## src/hdl/alp_pkg.sv

```systemverilog
// Shared types and constants for the access-log line parser.
package alp_pkg;

    // One input item: a byte of the log line and its end-of-line flag.
    typedef struct packed {
        logic [7:0] byte_value;
        logic       line_end;
    } alp_in_t;

    // One result item, produced on the last byte of each line.
    typedef struct packed {
        logic [1:0]         line_outcome;
        logic signed [31:0] status_value;
        logic signed [31:0] object_bytes;
        logic [31:0]        lines_seen;
        logic [47:0]        bytes_total;
    } alp_out_t;

    // Line outcome codes.
    typedef enum logic [1:0] {
        OUT_OK         = 2'd0,
        OUT_DELIM_MISS = 2'd1,
        OUT_AGENT_BAD  = 2'd2,
        OUT_NUMBER_BAD = 2'd3
    } alp_outcome_t;

    // Phases of the delimiter search.
    typedef enum logic [3:0] {
        PH_SPACE_0      = 4'd0,
        PH_SPACE_1      = 4'd1,
        PH_SPACE_2      = 4'd2,
        PH_REQUEST      = 4'd3,
        PH_STATUS_START = 4'd4,
        PH_SIZE_START   = 4'd5,
        PH_REFERER      = 4'd6,
        PH_AGENT        = 4'd7,
        PH_AGENT_CLOSE  = 4'd8,
        PH_QUOTE_CHECK  = 4'd9,
        PH_DONE_OK      = 4'd10,
        PH_DONE_BAD     = 4'd11
    } alp_phase_t;

    // Modes of a decimal reader.
    typedef enum logic [2:0] {
        MODE_IDLE  = 3'd0,
        MODE_WS    = 3'd1,
        MODE_PLUS  = 3'd2,
        MODE_MINUS = 3'd3,
        MODE_POS   = 3'd4,
        MODE_NEG   = 3'd5,
        MODE_END   = 3'd6,
        MODE_FAIL  = 3'd7
    } alp_mode_t;

    // State of one decimal reader.
    typedef struct packed {
        alp_mode_t          mode;
        logic signed [31:0] acc;
    } alp_reader_t;

    // Result of one delimiter match step.
    typedef struct packed {
        logic       hit;
        logic [1:0] progress;
    } alp_match_t;

    // Character codes.
    localparam logic [7:0] CH_SPACE   = 8'h20;
    localparam logic [7:0] CH_QUOTE   = 8'h22;
    localparam logic [7:0] CH_BRACKET = 8'h5D;
    localparam logic [7:0] CH_PLUS    = 8'h2B;
    localparam logic [7:0] CH_MINUS   = 8'h2D;
    localparam logic [7:0] CH_TAB     = 8'h09;
    localparam logic [7:0] CH_CR      = 8'h0D;
    localparam logic [7:0] CH_ZERO    = 8'h30;
    localparam logic [7:0] CH_NINE    = 8'h39;

    // Delimiter patterns, first character in the low byte.
    localparam logic [23:0] PAT_REQUEST = {CH_QUOTE, CH_SPACE, CH_BRACKET};
    localparam logic [23:0] PAT_STATUS  = {8'h00, CH_SPACE, CH_QUOTE};
    localparam logic [23:0] PAT_REFERER = {8'h00, CH_QUOTE, CH_SPACE};
    localparam logic [23:0] PAT_AGENT   = {CH_QUOTE, CH_SPACE, CH_QUOTE};

    // Saturation limits of the readers, at the width of the product.
    localparam logic signed [36:0] SAT_MAX = 37'sd2147483647;
    localparam logic signed [36:0] SAT_MIN = -37'sd2147483648;

endpackage

```

## src/hdl/access_log_line_parser_core.sv

```systemverilog
// Top level of the access-log line parser: input register, parse logic and result register.
//
// The block checks lines in combined log format, one byte per item.
// Input channel: byte_valid / byte_ready / byte_item carry one byte of the line and a
// flag on its last byte. Output channel: result_valid / result_ready / result_item
// carry one result per line: the outcome, the parsed status and size, the line count
// and the running sum of sizes of lines that parsed cleanly.
// An accepted byte is held in an input register; the phase machine and both decimal
// readers then update from it, and on a last byte the result is written into the
// result register. A result therefore passes the input register and then the result
// register before it is visible on the output channel.
// Throughput is one byte per cycle while no last byte waits, set by the update loop of
// the parse state (phase, match progress and the multiply-by-ten accumulators).
// When the receiver stalls, bytes that are not the last of a line keep flowing; a last
// byte waits in the input register until the result register is free, and byte_ready
// drops while it waits.
// Reset clears the phase machine, the readers, the line counter and the size sum, and
// empties both registers.
module access_log_line_parser_core
    import alp_pkg::*;
(
    input  logic     clk,
    input  logic     rst_n,
    input  logic     byte_valid,
    output logic     byte_ready,
    input  alp_in_t  byte_item,
    output logic     result_valid,
    input  logic     result_ready,
    output alp_out_t result_item
);

    // Whitespace test: space, tab, LF, VT, FF, CR.
    function automatic logic is_ws(input logic [7:0] c);
        return (c == CH_SPACE) || ((c >= CH_TAB) && (c <= CH_CR));
    endfunction

    // acc * 10 plus or minus one digit, saturated to 32 bits.
    function automatic logic signed [31:0] sat_step(input logic signed [31:0] acc,
                                                    input logic [3:0] d,
                                                    input logic neg);
        logic signed [36:0] wide;
        logic signed [36:0] t;
        wide = 37'(acc);
        t = (wide <<< 3) + (wide <<< 1);
        if (neg)
            t = t - $signed({33'd0, d});
        else
            t = t + $signed({33'd0, d});
        if (t > SAT_MAX)
            t = SAT_MAX;
        else if (t < SAT_MIN)
            t = SAT_MIN;
        return t[31:0];
    endfunction

    // One step of a decimal reader.
    function automatic alp_reader_t feed(input alp_reader_t r, input logic [7:0] c);
        alp_reader_t        n;
        logic               dig;
        logic [3:0]         d;
        logic signed [31:0] dval;
        n    = r;
        dig  = (c >= CH_ZERO) && (c <= CH_NINE);
        d    = c[3:0];
        dval = $signed({28'd0, d});
        case (r.mode)
            MODE_WS:
            begin
                if (is_ws(c))
                    n.mode = MODE_WS;
                else if (c == CH_PLUS)
                    n.mode = MODE_PLUS;
                else if (c == CH_MINUS)
                    n.mode = MODE_MINUS;
                else if (dig)
                begin
                    n.acc  = dval;
                    n.mode = MODE_POS;
                end
                else
                    n.mode = MODE_FAIL;
            end
            MODE_PLUS:
            begin
                if (dig)
                begin
                    n.acc  = dval;
                    n.mode = MODE_POS;
                end
                else
                    n.mode = MODE_FAIL;
            end
            MODE_MINUS:
            begin
                if (dig)
                begin
                    n.acc  = -dval;
                    n.mode = MODE_NEG;
                end
                else
                    n.mode = MODE_FAIL;
            end
            MODE_POS:
            begin
                if (dig)
                    n.acc = sat_step(r.acc, d, 1'b0);
                else
                    n.mode = MODE_END;
            end
            MODE_NEG:
            begin
                if (dig)
                    n.acc = sat_step(r.acc, d, 1'b1);
                else
                    n.mode = MODE_END;
            end
            default:
                n = r;
        endcase
        return n;
    endfunction

    // One step of a substring search for a pattern of two or three characters.
    function automatic alp_match_t match_step(input logic [1:0] prog,
                                              input logic [1:0] len,
                                              input logic [23:0] pat,
                                              input logic [7:0] c);
        alp_match_t m;
        logic [7:0] expect_ch;
        logic [1:0] inc;
        expect_ch = pat[8*prog +: 8];
        m.hit = 1'b0;
        if ((prog < len) && (c == expect_ch))
        begin
            inc = prog + 2'd1;
            if (inc == len)
            begin
                m.hit      = 1'b1;
                m.progress = 2'd0;
            end
            else
                m.progress = inc;
        end
        else
            m.progress = (c == pat[7:0]) ? 2'd1 : 2'd0;
        return m;
    endfunction

    function automatic logic number_ok(input alp_mode_t mode);
        return (mode == MODE_POS) || (mode == MODE_NEG) || (mode == MODE_END);
    endfunction

    // Registers.
    logic        s1_valid_reg, s1_valid_next;
    alp_in_t     s1_item_reg;
    logic        result_valid_reg, result_valid_next;
    alp_out_t    result_item_reg, result_item_next;
    alp_phase_t  phase_reg, phase_next;
    logic [1:0]  progress_reg, progress_next;
    alp_reader_t status_reg, status_next;
    alp_reader_t size_reg, size_next;
    logic [31:0] line_count_reg, line_count_next;
    logic [47:0] size_sum_reg, size_sum_next;

    logic        s1_go;
    logic        fire;
    logic [7:0]  c;
    alp_match_t  m;
    alp_outcome_t outcome;

    // Handshake: a last byte may only move on when the result register is free.
    assign s1_go      = !s1_item_reg.line_end || !result_valid_reg || result_ready;
    assign byte_ready = !s1_valid_reg || s1_go;
    assign fire       = s1_valid_reg && s1_go;
    assign c          = s1_item_reg.byte_value;

    assign result_valid = result_valid_reg;
    assign result_item  = result_item_reg;

    // Phase machine, readers and the result of a finished line.
    always_comb
    begin
        phase_next       = phase_reg;
        progress_next    = progress_reg;
        status_next      = status_reg;
        size_next        = size_reg;
        line_count_next  = line_count_reg;
        size_sum_next    = size_sum_reg;
        result_item_next = result_item_reg;
        outcome          = OUT_OK;
        m                = '0;

        if (fire)
        begin
            status_next = feed(status_reg, c);
            size_next   = feed(size_reg, c);

            unique case (phase_reg)
                PH_SPACE_0:
                    if (c == CH_SPACE) phase_next = PH_SPACE_1;
                PH_SPACE_1:
                    if (c == CH_SPACE) phase_next = PH_SPACE_2;
                PH_SPACE_2:
                    if (c == CH_SPACE) phase_next = PH_REQUEST;
                PH_REQUEST:
                begin
                    m = match_step(progress_reg, 2'd3, PAT_REQUEST, c);
                    progress_next = m.progress;
                    if (m.hit) phase_next = PH_STATUS_START;
                end
                PH_STATUS_START:
                begin
                    m = match_step(progress_reg, 2'd2, PAT_STATUS, c);
                    progress_next = m.progress;
                    if (m.hit)
                    begin
                        phase_next       = PH_SIZE_START;
                        status_next.mode = MODE_WS;
                    end
                end
                PH_SIZE_START:
                    if (c == CH_SPACE)
                    begin
                        phase_next     = PH_REFERER;
                        size_next.mode = MODE_WS;
                    end
                PH_REFERER:
                begin
                    m = match_step(progress_reg, 2'd2, PAT_REFERER, c);
                    progress_next = m.progress;
                    if (m.hit) phase_next = PH_AGENT;
                end
                PH_AGENT:
                begin
                    m = match_step(progress_reg, 2'd3, PAT_AGENT, c);
                    progress_next = m.progress;
                    if (m.hit) phase_next = PH_AGENT_CLOSE;
                end
                PH_AGENT_CLOSE:
                    if (c == CH_QUOTE) phase_next = PH_QUOTE_CHECK;
                PH_QUOTE_CHECK:
                    phase_next = (c == CH_SPACE) ? PH_DONE_BAD : PH_DONE_OK;
                default:
                    phase_next = phase_reg;
            endcase

            if (s1_item_reg.line_end)
            begin
                // Missing delimiter outranks a bad agent end, which outranks a bad number.
                if (phase_next < PH_AGENT_CLOSE)
                    outcome = OUT_DELIM_MISS;
                else if ((phase_next == PH_AGENT_CLOSE) || (phase_next == PH_DONE_BAD))
                    outcome = OUT_AGENT_BAD;
                else if (!number_ok(status_next.mode) || !number_ok(size_next.mode))
                    outcome = OUT_NUMBER_BAD;
                else
                    outcome = OUT_OK;

                line_count_next = line_count_reg + 32'd1;
                result_item_next.line_outcome = outcome;
                result_item_next.lines_seen   = line_count_next;
                if (outcome == OUT_OK)
                begin
                    size_sum_next = size_sum_reg + {{16{size_next.acc[31]}}, size_next.acc};
                    result_item_next.status_value = status_next.acc;
                    result_item_next.object_bytes = size_next.acc;
                end
                else
                begin
                    result_item_next.status_value = '0;
                    result_item_next.object_bytes = '0;
                end
                result_item_next.bytes_total = size_sum_next;

                // Clear all per-line state for the next line.
                phase_next    = PH_SPACE_0;
                progress_next = 2'd0;
                status_next   = '{mode: MODE_IDLE, acc: '0};
                size_next     = '{mode: MODE_IDLE, acc: '0};
            end
        end
    end

    // Occupancy of the input and result registers.
    always_comb
    begin
        if (byte_valid && byte_ready)
            s1_valid_next = 1'b1;
        else if (s1_go)
            s1_valid_next = 1'b0;
        else
            s1_valid_next = s1_valid_reg;

        if (fire && s1_item_reg.line_end)
            result_valid_next = 1'b1;
        else if (result_ready)
            result_valid_next = 1'b0;
        else
            result_valid_next = result_valid_reg;
    end

    // Control and parse state.
    always_ff @(posedge clk or negedge rst_n)
    begin
        if (!rst_n)
        begin
            s1_valid_reg     <= 1'b0;
            result_valid_reg <= 1'b0;
            phase_reg        <= PH_SPACE_0;
            progress_reg     <= 2'd0;
            status_reg       <= '{mode: MODE_IDLE, acc: '0};
            size_reg         <= '{mode: MODE_IDLE, acc: '0};
            line_count_reg   <= '0;
            size_sum_reg     <= '0;
        end
        else
        begin
            s1_valid_reg     <= s1_valid_next;
            result_valid_reg <= result_valid_next;
            phase_reg        <= phase_next;
            progress_reg     <= progress_next;
            status_reg       <= status_next;
            size_reg         <= size_next;
            line_count_reg   <= line_count_next;
            size_sum_reg     <= size_sum_next;
        end
    end

    // Payload registers.
    always_ff @(posedge clk)
    begin
        if (byte_valid && byte_ready)
            s1_item_reg <= byte_item;
        result_item_reg <= result_item_next;
    end

endmodule

```

## config.mk

```make
export PLATFORM = sky130hd
export DESIGN_NAME = access_log_line_parser_core
export DESIGN_NICKNAME = d
export VERILOG_FILES = /design/src/hdl/alp_pkg.sv /design/src/hdl/access_log_line_parser_core.sv
export SDC_FILE = /design/constraint.sdc
export NUM_CORES = 1
export LEC_CHECK = 0
export BUFFER_PORTS_ARGS = -buffer_cell sky130_fd_sc_hd__buf_2
export CORE_AREA = 4 4 281 283
export DETAILED_ROUTE_END_ITERATION = 12
export DIE_AREA = 0 0 285 287
export SLEW_MARGIN = 10
export SYNTH_ARGS = -nofsm -noshare
export SYNTH_HDL_FRONTEND = slang
export SYNTH_SLANG_ARGS = --single-unit
```

## constraint.sdc

```tcl
create_clock -name clk -period 7.51 [get_ports clk]
set_input_delay 0.3755 -clock clk [delete_from_list [all_inputs] [get_ports clk]]
set_output_delay 0.3755 -clock clk [all_outputs]
set_load 0.01 [all_outputs]
```

==> metrics.md <==
| Metric | Value |
|---|---|
| Outcome | `complete, but fails checks` |
| Failing checks | `setup timing` |
| Initial Utilization | `34.53%` |
| F_max | `0.1264 GHz` |
| Yosys top cell by area | `edfxtp_1` |
| Die area | `81800 um2` |
| Pre-CTS setup slack | `-696.9 ps` |
| Post-synthesis register bit count | `313` |
| # H-tree levels | `2` |
| Port Buffer Count | `160` |
| Worst path required time | `7830 ps` |
| Worst path top cell family by delay | `simple AND/OR/NAND/NOR gates` |
| Post-synthesis sequential area ratio | `32.50%` |
| FILL cells | `7338` |
| Worst Skew | `22.11 ps` |
| Setup crit end kind | `flop` |
| Initial antenna violation count | `0` |
| WL/cell | `20.41 um` |
| Part of the cycle the worst path needs | `105.4%` |
| Least-Margin Pin Slew | `1129 ps` |
| Leading register cell type out of synthesis | `dfrtp_1` |
| ANT cells | `0` |
| Vias in the first global route | `25710` |
| Final ANT Viol Nets | `0` |
| Max-slew headroom | `24.51%` |
| P_leak | `15.71 nW` |
| CP Class | `flop to flop` |
| Die W | `285 um` |
| Pins Over Slew Limit | `0` |
| Min Tclk post-route | `7912 ps` |
| Worst Path Buf+Inv | `18` |
| Net count after synthesis | `3289` |
| Crit path max fanout | `6` |
| Post-synth top area share | `17.58%` |
| Core area | `76700 um2` |
| WHS | `448.7 ps` |
| Fin util | `46.67%` |
| TritonCTS clock tree | `done` |
| RSZ-0062 raised after global routing | `yes` |
| Syn Std Cell Area | `26480 um2` |
| Setup WS post-layout | `-401.8 ps` |
| Power density of the placed cells | `183.3 nW/um2` |
| # setup viols final | `45` |
| Maximum VDD drop | `141.7 uV` |
| Ranking of synthesized cells by area | `edfxtp_1 18%, dfrtp_1 15%, ha_1 6.5%, nand2_1 5.5%, xnor2_1 4.3%` |
| Worst path max stage delay | `530 ps` |
| Placed Instance Area | `31710 um2` |
| All-Layer GR Usage | `22.70%` |
| 1st-iter DRT viols | `2399` |
| Area taken by multi-input logic gates | `18770 um2` |
| First-pass GRT wire length | `148700 um` |
| Max Cap Viol | `0` |
| Largest register FFs | `146` |
| CP most frequent cell | `buf_4` |
| Root buf cell | `clkbuf_16` |
| Largest net degree at the start of global routing | `131` |
| Layout cells sized above 1 | `31.49%` |
| Placement row count | `102` |
| Via Count | `27381` |
| Via density | `5.678` |
| Syn avg cell area | `8.458 um2` |
| Die H | `287 um` |
| Post-layout net count | `3908` |
| RePlAce Congestion | `0.9738` |
| Post-route cell area | `35790 um2` |
| Reg area | `8610 um2` |
| Post-synth ARST share | `50.48%` |
| I/O pin count | `161` |
| Drt pass-1 iters | `9` |
| CP max-delay cell | `or4b_4` |
| Yosys cell types | `111` |
| DPL Wire Length | `71260 um` |
| Drc violations | `0` |
| CP startpoint kind | `flop` |
| Area Growth Syn to Fin | `35.16%` |
| Syn. warnings | `0` |
| Clock slew at reported path FFs | `70 ps` |
| Total gr overflow | `0` |
| Fin. Hold Viols | `0` |
| Worst-skew pair later-pin latency | `590 ps` |
| CTS max path bufs | `3` |
| Clock Sinks | `313` |
| Min-delay worst type | `input pin to async pin` |
| Routed wire length | `98430 um` |
| Clock buffer count from CTS | `40` |
| Post-synthesis cell count | `3131` |
| CP arrival | `8240 ps` |
| EDFF count, synth | `155` |
layout by cell type, fill, tap and decap left out, types with 116 or more instances in the layout:
| cell | n |
|---|---|
| nand2_1 | 362 |
| ha_1 | 116 |
| xnor2_1 | 122 |
| a21oi_1 | 190 |
| buf_2 | 159 |
| o21ai_0 | 132 |
| buf_4 | 530 |
| edfxtp_1 | 155 |
| nor2_1 | 230 |
| dfrtp_1 | 157 |
worst reg2reg max path: cells and delay by family (launching register included):
family	cells	cell delay, ps
AND/OR/NAND/NOR	10	2600
buffers and inverters	18	2210
AO/OA/AOI/OAI	8	1200
adder cells (fa/ha/maj)	3	670
flip-flops	1	390
XOR/XNOR	2	310
multiplexers	1	270
stage by stage:
stage          instances  total power [W]  TNS [ps]
3_3_place_gp        4627         0.004140    -23320
6_report            4822         0.006562     -5939
3_5_place_dp        4627         0.004146    -23820
2_1_floorplan       3131         0.003140    -30.72
5_1_grt             4822         0.006879    -21870
4_1_cts             4795         0.006399     -3670
area by class of cell:
cell class              instances  share of cell area [%]
clock inverters                24                  0.8320
well taps                    1040                   3.635
flip-flops and latches        313                   24.05
repair buffers                742                   15.22
clock buffers                  50                   2.957
inverters                      81                  0.8704
multi-input cells            2572                   52.43
metal layers:
metal | vias up | part of all wire, % | global-route usage, % | wire (um)
li1 | 13017 | - | - | -
met1 | 13197 | 45 | 32.61 | 44530
met2 | 993 | 44 | 35.44 | 43370
met3 | 174 | 7.8 | 3.703 | 7707
met4 | 0 | 2.9 | 6.164 | 2824
met5 | - | 0 | 0 | 0
cells by family (layout without fill, tap and decap cells):
kind of cell | Yosys count | after routing | share of synthesized area, %
and+or+nand+nor | 1175 | 1175 | 21.94
muxes | 64 | 64 | 2.665
AOI/OAI and AO/OA | 992 | 992 | 25.64
xor gates and xnor gates | 196 | 196 | 6.539
DFF | 313 | 313 | 32.50
adders and majority gates | 145 | 145 | 7.049
buffers and inverters | 246 | 897 | 3.662
worst paths after layout:
check                      slack (ps)                         start  cells past startpoint                           end
max in group asynchronous        5930                         rst_n                      3       size_reg[4]$_DFFE_PN0P_
hold / removal                    450                         rst_n                      2    status_reg[22]$_DFFE_PN0P_
setup / recovery                 -400       size_reg[2]$_DFFE_PN0P_                     42      result_item[7]$_DFFE_PP_
setup reg to reg                 -400       size_reg[2]$_DFFE_PN0P_                     42      result_item[7]$_DFFE_PP_
hold reg to reg                   500  size_sum_reg[47]$_DFFE_PN0P_                      1  size_sum_reg[47]$_DFFE_PN0P_
min in group clk                  500  size_sum_reg[47]$_DFFE_PN0P_                      1  size_sum_reg[47]$_DFFE_PN0P_
cell usage after synthesis (34+ instances only):
master	number
nand2_1	386
nor2_1	237
a21oi_1	222
o21ai_0	171
dfrtp_1	158
edfxtp_1	155
ha_1	138
clkbuf_1	132
xnor2_1	131
nor3_1	102
nand3_1	86
inv_1	81
xor2_1	63
mux2_2	52
a21o_1	46
o211ai_1	46
and3_1	44
nand2b_1	41
o21ai_1	39
a211oi_1	38
o22ai_1	38
nor2b_1	37
o21a_1	34
power by group:
part	internal (W)	leakage [nW]	switching, W
logic	0.00119	11.2	0.00142
clock network	0.00116	0.655	0.000836
registers	0.00188	3.84	0.0000769
total	0.00423	15.7	0.00233
repair_timing:
action                                  CTS  global route
pin swaps                                73            94
buffers inserted                         82            40
resized for setup                       165           207
gates cloned                              1             0
endpoints found under the setup margin   65            73
endpoints found under the hold margin    89             0
hold buffers                             12             0
Note: power is estimated with default switching activity, not from simulation.
